$ cat src/rtl/sdrs_pkg.sv
// Shared types and constants for the scene depth range scale unit.
package sdrs_pkg;

   // Field widths
   localparam int VERT_W   = 32;
   localparam int DIR_W    = 16;
   localparam int OFS_W    = 32;
   localparam int PROD_W   = VERT_W + DIR_W;
   localparam int ACC_W    = PROD_W + 2;
   localparam int FRAC_SH  = 14;
   localparam int DEPTH_W  = ACC_W - FRAC_SH;
   localparam int NEAR_W   = 34;
   localparam int SCALE_W  = 60;
   localparam int STATUS_W = 2;
   localparam int CSR_AW   = 5;
   localparam int CSR_DW   = 32;

   // Depth extremes and scale numerator (267175328 * 2^32)
   localparam logic signed [DEPTH_W-1:0] DEPTH_MAX = {1'b0, {(DEPTH_W-1){1'b1}}};
   localparam logic signed [DEPTH_W-1:0] DEPTH_MIN = {1'b1, {(DEPTH_W-1){1'b0}}};
   localparam logic signed [DEPTH_W-1:0] DEPTH_EPS = DEPTH_W'(1);
   localparam logic [SCALE_W-1:0] SCALE_NUM = SCALE_W'(64'd267175328 << 32);

   // Reset values of the view setup
   localparam logic signed [DIR_W-1:0] DIR_Z_RESET = DIR_W'(16384);

   // Result status codes
   localparam logic [STATUS_W-1:0] STATUS_OK     = 2'd0;
   localparam logic [STATUS_W-1:0] STATUS_BEHIND = 2'd1;
   localparam logic [STATUS_W-1:0] STATUS_NARROW = 2'd2;

   // Register indexes
   typedef enum logic [2:0] {
      CSR_VIEW_DIR_X,
      CSR_VIEW_DIR_Y,
      CSR_VIEW_DIR_Z,
      CSR_CAMERA_OFFSET,
      CSR_SOLID_ONLY
   } csr_index_type;

   // Sequencer states
   typedef enum logic [2:0] {
      ST_IDLE,
      ST_MAC,
      ST_UPDATE,
      ST_EVAL,
      ST_DIV
   } state_type;

   // Controls for the shared multiply-accumulate unit
   typedef struct packed {
      logic mul_en;
      logic acc_en;
      logic acc_first;
   } mac_ctl_type;

endpackage

$ cat src/rtl/scene_depth_range_scale_unit.sv
// Top level: sequencer, depth extremes, view registers and result word for the depth range unit.
// A vertex word keeps busy high through 4 multiply-accumulate steps on one shared multiplier
// and 1 extreme update, and a new vertex word is taken only once busy is low again. A last word
// adds an evaluate step; when the status is ok busy then stays high while the divider
// finds 60 quotient bits, one a cycle. The result word is on the rsp_ ports with rsp_valid in
// the cycle busy drops; the receiver cannot stall. Synchronous reset clears the sequencer, the
// extremes and the view registers to their defaults.
module scene_depth_range_scale_unit (
   input  logic                                   clock,
   input  logic                                   reset,
   // Command channel
   input  logic                                   start,
   output logic                                   busy,
   input  logic signed [sdrs_pkg::VERT_W-1:0]     req_vert_x,
   input  logic signed [sdrs_pkg::VERT_W-1:0]     req_vert_y,
   input  logic signed [sdrs_pkg::VERT_W-1:0]     req_vert_z,
   input  logic                                   req_transparent,
   input  logic                                   req_has_vertex,
   input  logic                                   req_last,
   // Result channel
   output logic                                   rsp_valid,
   output logic [sdrs_pkg::STATUS_W-1:0]          rsp_status,
   output logic [sdrs_pkg::NEAR_W-1:0]            rsp_near_offset,
   output logic [sdrs_pkg::SCALE_W-1:0]           rsp_depth_scale,
   // Register port
   input  logic                                   psel,
   input  logic                                   penable,
   input  logic                                   pwrite,
   input  logic [sdrs_pkg::CSR_AW-1:0]            paddr,
   input  logic [sdrs_pkg::CSR_DW-1:0]            pwdata,
   output logic [sdrs_pkg::CSR_DW-1:0]            prdata,
   output logic                                   pready
);
   import sdrs_pkg::*;

   state_type                 state_ff, state_in;
   logic [1:0]                step_ff, step_in;
   logic signed [VERT_W-1:0]  vx_ff, vx_in, vy_ff, vy_in, vz_ff, vz_in;
   logic                      last_ff, last_in;
   logic signed [DEPTH_W-1:0] near_ff, near_in, far_ff, far_in;
   logic [NEAR_W-1:0]         nr_ff, nr_in;
   logic                      rsp_valid_ff, rsp_valid_in;
   logic [STATUS_W-1:0]       status_ff, status_in;
   logic [NEAR_W-1:0]         offs_ff, offs_in;
   logic [SCALE_W-1:0]        scale_ff, scale_in;

   logic signed [DIR_W-1:0]   dir_x_ff, dir_x_in, dir_y_ff, dir_y_in, dir_z_ff, dir_z_in;
   logic signed [OFS_W-1:0]   cam_ofs_ff, cam_ofs_in;
   logic                      solid_ff, solid_in;

   mac_ctl_type               mac_ctl;
   logic signed [VERT_W-1:0]  op_a;
   logic signed [DIR_W-1:0]   op_b;
   logic signed [ACC_W-1:0]   acc;

   logic                      div_go;
   logic [DEPTH_W-1:0]        div_divisor;
   logic                      div_done;
   logic [SCALE_W-1:0]        div_quotient;

   logic                      accept;
   logic                      use_vertex;
   logic                      csr_write;
   csr_index_type             csr_index;
   logic signed [DEPTH_W-1:0] depth;
   logic signed [DEPTH_W-1:0] nr;
   logic signed [DEPTH_W:0]   range_wide;

   sdrs_mac u_mac (
      .clock (clock),
      .ctl   (mac_ctl),
      .op_a  (op_a),
      .op_b  (op_b),
      .acc   (acc)
   );

   sdrs_div u_div (
      .clock    (clock),
      .reset    (reset),
      .go       (div_go),
      .divisor  (div_divisor),
      .done     (div_done),
      .quotient (div_quotient)
   );

   assign busy       = (state_ff != ST_IDLE);
   assign accept     = start && !busy;
   assign use_vertex = req_has_vertex && !(solid_ff && req_transparent);

   // Depth of the summed dot product: floor shift, then camera offset
   assign depth = acc[ACC_W-1:FRAC_SH] + DEPTH_W'(cam_ofs_ff);

   // Near clamped to epsilon, and the range above it
   assign nr         = (near_ff < DEPTH_EPS) ? DEPTH_EPS : near_ff;
   assign range_wide = {far_ff[DEPTH_W-1], far_ff} - {nr[DEPTH_W-1], nr};
   assign div_divisor = range_wide[DEPTH_W-1:0];

   // Pick the operand pair for the current multiply step
   always_comb begin
      unique case (step_ff)
         2'd0: begin
            op_a = vx_ff;
            op_b = dir_x_ff;
         end
         2'd1: begin
            op_a = vy_ff;
            op_b = dir_y_ff;
         end
         default: begin
            op_a = vz_ff;
            op_b = dir_z_ff;
         end
      endcase
   end

   // Sequence the word: multiply-accumulate, update extremes, evaluate, divide
   always_comb begin
      state_in     = state_ff;
      step_in      = step_ff;
      vx_in        = vx_ff;
      vy_in        = vy_ff;
      vz_in        = vz_ff;
      last_in      = last_ff;
      near_in      = near_ff;
      far_in       = far_ff;
      nr_in        = nr_ff;
      rsp_valid_in = 1'b0;
      status_in    = status_ff;
      offs_in      = offs_ff;
      scale_in     = scale_ff;
      mac_ctl      = '0;
      div_go       = 1'b0;

      unique case (state_ff)
         ST_IDLE: begin
            if (accept) begin
               vx_in   = req_vert_x;
               vy_in   = req_vert_y;
               vz_in   = req_vert_z;
               last_in = req_last;
               step_in = 2'd0;
               if (use_vertex) begin
                  state_in = ST_MAC;
               end else if (req_last) begin
                  state_in = ST_EVAL;
               end
            end
         end
         ST_MAC: begin
            mac_ctl.mul_en    = (step_ff != 2'd3);
            mac_ctl.acc_en    = (step_ff != 2'd0);
            mac_ctl.acc_first = (step_ff == 2'd1);
            step_in           = step_ff + 2'd1;
            if (step_ff == 2'd3) begin
               state_in = ST_UPDATE;
            end
         end
         ST_UPDATE: begin
            if (depth < near_ff) begin
               near_in = depth;
            end
            if (depth > far_ff) begin
               far_in = depth;
            end
            state_in = last_ff ? ST_EVAL : ST_IDLE;
         end
         ST_EVAL: begin
            priority if (far_ff < DEPTH_EPS) begin
               rsp_valid_in = 1'b1;
               status_in    = STATUS_BEHIND;
               offs_in      = '0;
               scale_in     = '0;
               near_in      = DEPTH_MAX;
               far_in       = DEPTH_MIN;
               state_in     = ST_IDLE;
            end else if (range_wide < (DEPTH_W+1)'(1)) begin
               rsp_valid_in = 1'b1;
               status_in    = STATUS_NARROW;
               offs_in      = '0;
               scale_in     = '0;
               near_in      = DEPTH_MAX;
               far_in       = DEPTH_MIN;
               state_in     = ST_IDLE;
            end else begin
               nr_in    = nr[NEAR_W-1:0];
               div_go   = 1'b1;
               state_in = ST_DIV;
            end
         end
         ST_DIV: begin
            if (div_done) begin
               rsp_valid_in = 1'b1;
               status_in    = STATUS_OK;
               offs_in      = nr_ff;
               scale_in     = div_quotient;
               near_in      = DEPTH_MAX;
               far_in       = DEPTH_MIN;
               state_in     = ST_IDLE;
            end
         end
         default: begin
            state_in = ST_IDLE;
         end
      endcase
   end

   // Register writes
   assign pready    = 1'b1;
   assign csr_write = psel && penable && pwrite && pready;
   assign csr_index = csr_index_type'(paddr[CSR_AW-1:2]);

   always_comb begin
      dir_x_in   = dir_x_ff;
      dir_y_in   = dir_y_ff;
      dir_z_in   = dir_z_ff;
      cam_ofs_in = cam_ofs_ff;
      solid_in   = solid_ff;
      if (csr_write) begin
         unique case (csr_index)
            CSR_VIEW_DIR_X:    dir_x_in   = pwdata[DIR_W-1:0];
            CSR_VIEW_DIR_Y:    dir_y_in   = pwdata[DIR_W-1:0];
            CSR_VIEW_DIR_Z:    dir_z_in   = pwdata[DIR_W-1:0];
            CSR_CAMERA_OFFSET: cam_ofs_in = pwdata[OFS_W-1:0];
            CSR_SOLID_ONLY:    solid_in   = pwdata[0];
            default: begin
            end
         endcase
      end
   end

   // Register reads
   always_comb begin
      unique case (csr_index)
         CSR_VIEW_DIR_X:    prdata = CSR_DW'(dir_x_ff);
         CSR_VIEW_DIR_Y:    prdata = CSR_DW'(dir_y_ff);
         CSR_VIEW_DIR_Z:    prdata = CSR_DW'(dir_z_ff);
         CSR_CAMERA_OFFSET: prdata = CSR_DW'(cam_ofs_ff);
         CSR_SOLID_ONLY:    prdata = CSR_DW'(solid_ff);
         default:           prdata = '0;
      endcase
   end

   always_ff @(posedge clock) begin
      if (reset) begin
         state_ff     <= ST_IDLE;
         near_ff      <= DEPTH_MAX;
         far_ff       <= DEPTH_MIN;
         rsp_valid_ff <= 1'b0;
         dir_x_ff     <= '0;
         dir_y_ff     <= '0;
         dir_z_ff     <= DIR_Z_RESET;
         cam_ofs_ff   <= '0;
         solid_ff     <= 1'b0;
      end else begin
         state_ff     <= state_in;
         near_ff      <= near_in;
         far_ff       <= far_in;
         rsp_valid_ff <= rsp_valid_in;
         dir_x_ff     <= dir_x_in;
         dir_y_ff     <= dir_y_in;
         dir_z_ff     <= dir_z_in;
         cam_ofs_ff   <= cam_ofs_in;
         solid_ff     <= solid_in;
      end
      step_ff   <= step_in;
      vx_ff     <= vx_in;
      vy_ff     <= vy_in;
      vz_ff     <= vz_in;
      last_ff   <= last_in;
      nr_ff     <= nr_in;
      status_ff <= status_in;
      offs_ff   <= offs_in;
      scale_ff  <= scale_in;
   end

   assign rsp_valid       = rsp_valid_ff;
   assign rsp_status      = status_ff;
   assign rsp_near_offset = offs_ff;
   assign rsp_depth_scale = scale_ff;

endmodule

$ cat src/rtl/sdrs_mac.sv
// Shared multiply-accumulate unit: one 32x16 product per cycle while mul_en is set, summed over steps.
module sdrs_mac (
   input  logic                                   clock,
   input  sdrs_pkg::mac_ctl_type                  ctl,
   input  logic signed [sdrs_pkg::VERT_W-1:0]     op_a,
   input  logic signed [sdrs_pkg::DIR_W-1:0]      op_b,
   output logic signed [sdrs_pkg::ACC_W-1:0]      acc
);
   import sdrs_pkg::*;

   logic signed [PROD_W-1:0] prod_ff;
   logic signed [PROD_W-1:0] prod_in;
   logic signed [ACC_W-1:0]  acc_ff;
   logic signed [ACC_W-1:0]  acc_in;
   logic signed [ACC_W-1:0]  prod_ext;

   // Multiply, then sum the registered product
   always_comb begin
      prod_in  = prod_ff;
      acc_in   = acc_ff;
      prod_ext = ACC_W'(prod_ff);
      if (ctl.mul_en) begin
         prod_in = op_a * op_b;
      end
      if (ctl.acc_en) begin
         acc_in = ctl.acc_first ? prod_ext : acc_ff + prod_ext;
      end
   end

   always_ff @(posedge clock) begin
      prod_ff <= prod_in;
      acc_ff  <= acc_in;
   end

   assign acc = acc_ff;

endmodule

$ cat src/rtl/sdrs_div.sv
// Restoring divider: the scale numerator over the depth range, one quotient bit a cycle.
module sdrs_div (
   input  logic                                 clock,
   input  logic                                 reset,
   input  logic                                 go,
   input  logic [sdrs_pkg::DEPTH_W-1:0]         divisor,
   output logic                                 done,
   output logic [sdrs_pkg::SCALE_W-1:0]         quotient
);
   import sdrs_pkg::*;

   localparam int CNT_W = $clog2(SCALE_W);

   logic [DEPTH_W-1:0] rem_ff, rem_in;
   logic [SCALE_W-1:0] quo_ff, quo_in;
   logic [DEPTH_W-1:0] dvs_ff, dvs_in;
   logic [CNT_W-1:0]   cnt_ff, cnt_in;
   logic               run_ff, run_in;
   logic               done_ff, done_in;
   logic [DEPTH_W:0]   shifted;
   logic [DEPTH_W+1:0] trial;

   // Shift in one numerator bit and try the subtract
   always_comb begin
      rem_in  = rem_ff;
      quo_in  = quo_ff;
      dvs_in  = dvs_ff;
      cnt_in  = cnt_ff;
      run_in  = run_ff;
      done_in = 1'b0;
      shifted = {rem_ff, quo_ff[SCALE_W-1]};
      trial   = {1'b0, shifted} - {2'b00, dvs_ff};
      if (go) begin
         rem_in = '0;
         quo_in = SCALE_NUM;
         dvs_in = divisor;
         cnt_in = '0;
         run_in = 1'b1;
      end else if (run_ff) begin
         if (!trial[DEPTH_W+1]) begin
            rem_in = trial[DEPTH_W-1:0];
            quo_in = {quo_ff[SCALE_W-2:0], 1'b1};
         end else begin
            rem_in = shifted[DEPTH_W-1:0];
            quo_in = {quo_ff[SCALE_W-2:0], 1'b0};
         end
         cnt_in = cnt_ff + CNT_W'(1);
         if (cnt_ff == CNT_W'(SCALE_W - 1)) begin
            run_in  = 1'b0;
            done_in = 1'b1;
         end
      end
   end

   always_ff @(posedge clock) begin
      if (reset) begin
         run_ff  <= 1'b0;
         done_ff <= 1'b0;
      end else begin
         run_ff  <= run_in;
         done_ff <= done_in;
      end
      rem_ff <= rem_in;
      quo_ff <= quo_in;
      dvs_ff <= dvs_in;
      cnt_ff <= cnt_in;
   end

   assign done     = done_ff;
   assign quotient = quo_ff;

endmodule

$ cat config.mk
export PLATFORM = sky130hd
export DESIGN_NAME = scene_depth_range_scale_unit
export DESIGN_NICKNAME = d
export VERILOG_FILES = /design/src/rtl/sdrs_pkg.sv /design/src/rtl/scene_depth_range_scale_unit.sv /design/src/rtl/sdrs_mac.sv /design/src/rtl/sdrs_div.sv
export SDC_FILE = /design/constraint.sdc
export NUM_CORES = 2
export LEC_CHECK = 0
export BUFFER_PORTS_ARGS = -buffer_cell sky130_fd_sc_hd__buf_2
export CAP_MARGIN = 20
export CORE_UTILIZATION = 45
export CTS_BUF_LIST = sky130_fd_sc_hd__clkbuf_8
export CTS_CLUSTER_DIAMETER = 100
export DETAILED_ROUTE_END_ITERATION = 10
export GPL_TIMING_DRIVEN = 1
export SETUP_SLACK_MARGIN = 0.5
export SYNTH_ARGS = -nofsm -noshare
export SYNTH_HDL_FRONTEND = slang
export SYNTH_HIERARCHICAL = 1
export SYNTH_SLANG_ARGS = --single-unit
export TNS_END_PERCENT = 5
$ cat constraint.sdc
create_clock -name clock -period 10.44 [get_ports clock]
set_input_delay 0.522 -clock clock [delete_from_list [all_inputs] [get_ports clock]]
set_output_delay 0.522 -clock clock [all_outputs]
set_load 0.01 [all_outputs]
### Yosys cells after proc, flatten, opt, wreduce, memory -nomap -nowiden

Index checks and enable logic that the tools add are counted.

| cells by class | value |
|---|---|
| $add $sub $neg | 6 |
| multipliers | 1 |
| $lt $le $gt $ge | 5 |
| equal/unequal tests | 19 |
| multiplexer cells | 52 |
| bitwise operators | 3 |
| reduce and logical (&&, ||, !) cells | 28 |

Operators by type and width:

| kind | number |
|---|---|
| $mux 36 | 10 |
| $pmux 36 s3 | 2 |
| $mux 60 | 3 |
| $pmux 32 s5 | 1 |
| $pmux 60 s2 | 1 |
| $mux 34 | 3 |
| $lt 36x2->1 const B | 2 |
| $pmux 34 s2 | 1 |
| $pmux 32 s2 | 1 |
| $add 50x48->50 | 1 |
| $mux 50 | 1 |
| $mul 32x16->48 | 1 |
| $sub 37x36->38 | 1 |
| $lt 37x2->1 const B | 1 |
| $sub 36x36->37 | 1 |
| $add 36x36->36 | 1 |
| $gt 36x36->1 | 1 |
| $lt 36x36->1 | 1 |
| $pmux 16 s2 | 1 |
| $mux 3 | 8 |
| $pmux 3 s5 | 1 |
| $reduce_and 2->1 | 7 |
| $eq 3x2->1 const B | 4 |
| $reduce_and 4->1 | 3 |
| other kinds (23) | 57 |

| word-level totals | value |
|---|---|
| bits in registers | 624 |
| word-level logic and storage cells | 140 |

### Logic depth before layout (Yosys ltp)

| logic depth | value |
|---|---|
| depth after elaboration | 8 |
| depth in mapped cells | 33 |

### Hierarchy

Netlist, hierarchy kept.

Modules (own cells, without submodules):

| module | times used | cells each | area an instance (sq um) |
|---|---|---|---|
| sdrs_mac | 1 | 2732 | 24551.0 |
| scene_depth_range_scale_unit | 1 | 2271 | 21695.8 |
| sdrs_div | 1 | 784 | 7190.6 |

### Least setup slack after synthesis

Ideal clock, no wire load.

| timing path | value |
|---|---|
| kind | register -> register |
| from | register near_ff[2] |
| to | register scale_ff[0] (netlist: rsp_depth_scale[0]) (enable) |
| data arrival time | 8.486 ns |
| data required time | 9.888 ns |
| slack | 1.402 ns |
| cell stages (with the launch flop) | 19 |
| path buffers | 1 |
| clock period less this slack | 9.038 ns |
| cells stage by stage | dfxtp_1 nor4_1 nand4_1 nor3_1 ha_1 clkbuf_1 or2_2 ha_1 fa_1 nand2b_1 a211o_1 a21oi_1 a21o_1 mux2_2 nor4_1 nand4b_1 nor4_4 a22oi_2 nor2_1 |

| on the way | value |
|---|---|
| cells in the longest elaborated chain, start to end | 6 |

Ends and longest elaborated chain:

| item | line | text |
|---|---|---|
| start: declaration | scene_depth_range_scale_unit.sv:40 | `logic signed [DEPTH_W-1:0] near_ff, near_in, far_ff, far_in;` |
| start signal: assignment | scene_depth_range_scale_unit.sv:256 | `near_ff <= near_in;` |
| $lt 36x2->1 | scene_depth_range_scale_unit.sv:94 | `assign nr = (near_ff < DEPTH_EPS) ? DEPTH_EPS : near_ff;` |
| $mux 36 | scene_depth_range_scale_unit.sv:94 |  |
| net nr[0] | scene_depth_range_scale_unit.sv:66 | `logic signed [DEPTH_W-1:0] nr;` |
| $sub 36x36->37 | scene_depth_range_scale_unit.sv:95 | `assign range_wide = {far_ff[DEPTH_W-1], far_ff} - {nr[DEPTH_W-1], nr};` |
| $lt 37x2->1 | scene_depth_range_scale_unit.sv:176 | `end else if (range_wide < (DEPTH_W+1)'(1)) begin` |
| $ne 3x3->1 (no source line) | - |  |
| $reduce_and 3->1 (no source line) | - |  |
| end signal: assignment | scene_depth_range_scale_unit.sv:273 | `scale_ff <= scale_in;` |
| end: declaration | scene_depth_range_scale_unit.sv:45 | `logic [SCALE_W-1:0] scale_ff, scale_in;` |

The timed path passes the listed nets, and every way through them passes these cells.
A chain may end at the register's enable or synchronous reset.

### Worst setup path after layout

| timing path | value |
|---|---|
| from | register step_ff[0] |
| to | register u_mac.prod_ff[47], data pin |

| on the way | value |
|---|---|
| cells in the longest elaborated chain, start to end | 3 |
| elaborated cells on any way between the ends | 5 |
| classes of those cells | mul (1); eq/ne (1); mux (2); reduce/logical (1) |

Ends and longest elaborated chain:

| item | line | text |
|---|---|---|
| start: declaration | scene_depth_range_scale_unit.sv:37 | `logic [1:0] step_ff, step_in;` |
| start signal: assignment | scene_depth_range_scale_unit.sv:265 | `step_ff <= step_in;` |
| $eq 2x1->1 or $logic_not 2->1 (tied branches) | scene_depth_range_scale_unit.sv:100 | `unique case (step_ff)` |
| $pmux 16 s2 * | scene_depth_range_scale_unit.sv:100 |  |
| net op_b[7] | scene_depth_range_scale_unit.sv:53 | `logic signed [DIR_W-1:0] op_b;` |
| $mul 32x16->48 * | sdrs_mac.sv:23 | `prod_in = op_a * op_b;` |
| end signal: assignment | sdrs_mac.sv:31 | `prod_ff <= prod_in;` |
| end: declaration | sdrs_mac.sv:11 | `logic signed [PROD_W-1:0] prod_ff;` |

The timed path passes the listed nets; every way through them passes the cells marked *.

==> flow_summary_export.csv <==
group,metric,value,unit
placed_design,hpwlAfterDp,114.5,mm
worst_setup_path,reg2reg_from,"step_ff[0]$_SDFFCE_PN0P_",
logic_synthesis,synth_top_area_cell,"edfxtp_1",
floorplanning,boundaryPins,273,
layout,post-route-util,0.5049,
drt,ant_nets,0,
drt,wire_per_inst,19.64,um
logic_synthesis,synth_flop_cell,"edfxtp_1",
floorplanning,start_util,0.4532,
worst_setup_path,crit_type,"flip-flop to flip-flop",
worst_setup_path,start_kind,"flip-flop",
floorplanning,dieWidth,346.6,um
clock_network,cts-buffers-inserted,104,
layout,layout.nets,7015,
grt,grt_pass1_wl,237.2,mm
timing,rsz0062_at_grt,"no",
worst_setup_path,reg2reg_slack,1.70,ns
worst_setup_path,cpMostUsedCell,"fa_1",
logic_synthesis,synth_nets,6765,
placed_design,io_buffers,269,
worst_setup_path,critPathLaunch,"step_ff[0]$_SDFFCE_PN0P_",
drt,first_iter_violations,3179,
worst_setup_path,critPathRequiredTime,10.94,ns
pwr,p_per_area,138.1,nW/um2
hold_path,hp-class,"primary input to flip-flop",
clock_network,clkTransAtPathRegs,0.06,ns
floorplanning,core_area,117900,um2
worst_setup_path,critPathArrivalTime,9.24,ns
worst_setup_path,endpoint_kind,"flip-flop",
worst_setup_path,rr_worst_depth,25,
logic_synthesis,synth_top_area_share,0.2040,
grt,grt-ovfl-total,0,
timing,final-max-slew-violation-count,0,
logic_synthesis,ys_ff_latch,624,
floorplanning,std_cell_rows,126,
timing,setup_viol,0,
logic_synthesis,yosys_warnings,6,
pwr,peakVddDrop,0.1217,mV
worst_setup_path,worst-path-stages,25,
timing,worstMarginPinSlew,1.145,ns
worst_setup_path,worstReg2RegEnd,"u_mac/prod_ff[47]$_DFFE_PP_",
logic_synthesis,synthCells,5787,
logic_synthesis,async_flop_share,0,
timing,min_period,8.736,ns
drt,drc,0,
logic_synthesis,synth.top_cells.by_area,"edfxtp_1 (20%), fa_1 (18%), dfxtp_1 (9.8%)",
clock_network,clock_path_buffers,3,
clock_network,cts_tree,"yes",
clock_network,htreeDepth,3,
grt,antenna_found_initial,18,
grt,grt_start_max_net_pins,153,
pwr,p_total,8.226,mW
layout,area_delta_synth_final,11.43,%
logic_synthesis,synth_edf_count,363,
placed_design,gp_congestion,0.9344,
worst_setup_path,critPathBufInv,7,
clock_network,clock_sinks,624,
timing,relSlewSlack,0.2300,
worst_setup_path,critPathMaxStageDelay,0.83,ns
drt,routed_wl,150.6,mm
logic_synthesis,synth_area,53440,um2
pwr,p_leak,26.88,nW
timing,finalClockSkew,0.06017,ns
timing,tns,0,ns
timing,fmax,114.5,MHz
clock_network,cts_resized,0,
run,max-cap-violations,0,
worst_setup_path,critPathSlowestCell,"nand2_1",
run_status,status,"completed",
worst_setup_path,path_max_fanout,39,
grt,grt_pass1_vias,42160,
drt,drt_first_pass_iters,6,
layout,drive_gt1_frac,0.09011,
drt,viasPerCell,5.514,
timing,finalCritPeriodShare,0.8368,
logic_synthesis,synth_seq_area_share,0.3018,
worst_setup_path,cp-endpoint,"u_mac/prod_ff[47]$_DFFE_PP_",
worst_setup_path,crit_family,"adder cells",
clock_network,cts-root-buf,"clkbuf_8",
floorplanning,fp.dieH,346.6,um
logic_synthesis,ys_types,102,
timing,finalHoldViolCount,0,
drt,via_count,42280,
logic_synthesis,syn_avg_cell_area,9.234,um2
grt,grt_use_total,0.2496,
clock_network,clock_latency,0.77,ns
floorplanning,die_area,120100,um2
[sequential cells by signal, indices dropped and copies added (netlist names), 16 cells and up]
name / count
cam_ofs_ff: 32
u_div/quotient: 60
u_mac/acc: 50
dir_z_ff: 16
vy_ff: 32
rsp_depth_scale: 60
nr_ff: 34
u_div/rem_ff: 36
rsp_near_offset: 34
dir_x_ff: 16
dir_y_ff: 16
vx_ff: 32
far_ff: 36
near_ff: 36
vz_ff: 32
u_mac/prod_ff: 48
u_div/dvs_ff: 36
[worst reg2reg max path: stages (launching register included)]
cell	delay [ns]
edfxtp_1	0.45
inv_1	0.09
ha_2	0.41
buf_4	0.53
a22oi_1	0.13
nand2_1	0.83
buf_4	0.38
nand2_1	0.10
fa_1	0.60
inv_1	0.06
fa_1	0.49
fa_1	0.58
fa_1	0.46
fa_1	0.50
inv_1	0.05
fa_1	0.47
inv_1	0.04
ha_1	0.36
a21oi_1	0.27
o211ai_1	0.15
a31oi_1	0.35
inv_1	0.09
o211ai_1	0.39
and2_1	0.26
o21ai_1	0.08
a311o_1	0.37
[worst min-delay path by stage]
stage	end	from	slack [ns]	depth (start not counted)
global route	step_ff[1]$_SDFFCE_PN0P_	start	0.17	3
CTS	step_ff[1]$_SDFFCE_PN0P_	start	0.12	3
detailed placement	dir_x_ff[12]$_SDFFE_PP0P_	dir_x_ff[12]$_SDFFE_PP0P_	0.46	2
global placement	dir_y_ff[13]$_SDFFE_PP0P_	dir_y_ff[13]$_SDFFE_PP0P_	0.45	2
floorplan	dir_x_ff[10]$_SDFFE_PP0P_	dir_x_ff[10]$_SDFFE_PP0P_	0.45	2
finish	step_ff[1]$_SDFFCE_PN0P_	start	0.19	3
[cells in the mapped netlist (32+ instances only)]
cell	number
a211oi_1	41
a21o_1	174
a21oi_1	321
a22oi_1	53
and2_1	230
and3_1	120
buf_2	37
clkbuf_1	249
dfxtp_1	261
edfxtp_1	363
fa_1	490
ha_1	346
inv_1	813
mux2i_1	76
nand2_1	807
nand2b_1	76
nand3_1	44
nand4_1	87
nor2_1	246
nor2b_1	41
nor3_1	43
o21a_1	32
o21ai_0	149
o31ai_1	46
or3_1	45
xnor2_1	106
xor2_1	73
[kinds of logic after synthesis]
logic type | share of synthesized area
AOI/OAI and AO/OA | 0.1367
xor gates and xnor gates | 0.02934
adders and majority gates | 0.2646
buffers and inverters | 0.07975
DFF | 0.3018
muxes | 0.02203
other | 0.00007018
and+or+nand+nor | 0.1658
[report_power, final]
group          switching, mW  internal (mW)  total (mW)
logic                   1.90           1.02        2.92
clock network           1.07           1.24        2.31
registers              0.134           2.86        2.99
total                   3.11           5.12        8.23
[layer usage]
layer | GRT usage | vias to the layer above | wire [um]
met5 | 0 | - | 111
met4 | 0.07215 | 16 | 4108
met3 | 0.03400 | 225 | 8494
met2 | 0.4034 | 1153 | 69120
met1 | 0.3486 | 20970 | 68720
li1 | - | 19910 | -
[cell usage in the layout, fill, tap and decap left out, types with 45 or more instances in the layout]
cell type      Yosys  final
inv_1            813    850
nand2_1          807    806
fa_1             490    490
edfxtp_1         363    363
ha_1             346    344
a21oi_1          321    320
buf_2             37    268
dfxtp_1          261    259
nor2_1           246    237
and2_1           230    230
a21o_1           174    174
o21ai_0          149    149
dlygate4sd3_1      0    129
and3_1           120    120
clkbuf_8           0    117
xnor2_1          106    106
nand4_1           87     87
nand2b_1          76     76
mux2i_1           76     76
xor2_1            73     73
a22oi_1           53     53
buf_4              1     48
o31ai_1           46     46
or3_1             45     45
[stage by stage]
stage                     instances  setup slack [ns]  instance area, um2  hold slack, ns
final                          7667             1.704               59540          0.1911
after global routing           7664             1.201               59540          0.1742
after CTS                      7662             1.691               59530          0.1206
after detailed placement       7338             1.706               56030          0.4601
after global placement         7338             1.792               56030          0.4524
after floorplan                5787             1.402               53440          0.4461
[cell type report]
class,instances,area (um2)
timing repair buffer,448,3053
multi-input combinational,4045,33150
sequential,624,16130
clock inverter,78,605.6
fill,11070,58380
antenna,5,12.51
tap,1536,1922
inverter,814,3058
clock buffer,117,1610
[repair_timing]
action                                  in CTS  in global routing
hold buffers                               129                  0
endpoints found under the setup margin       0                  0
endpoints found under the hold margin      171                  0
buffers inserted                             0                  0
Power figures use the tool's default switching activity.
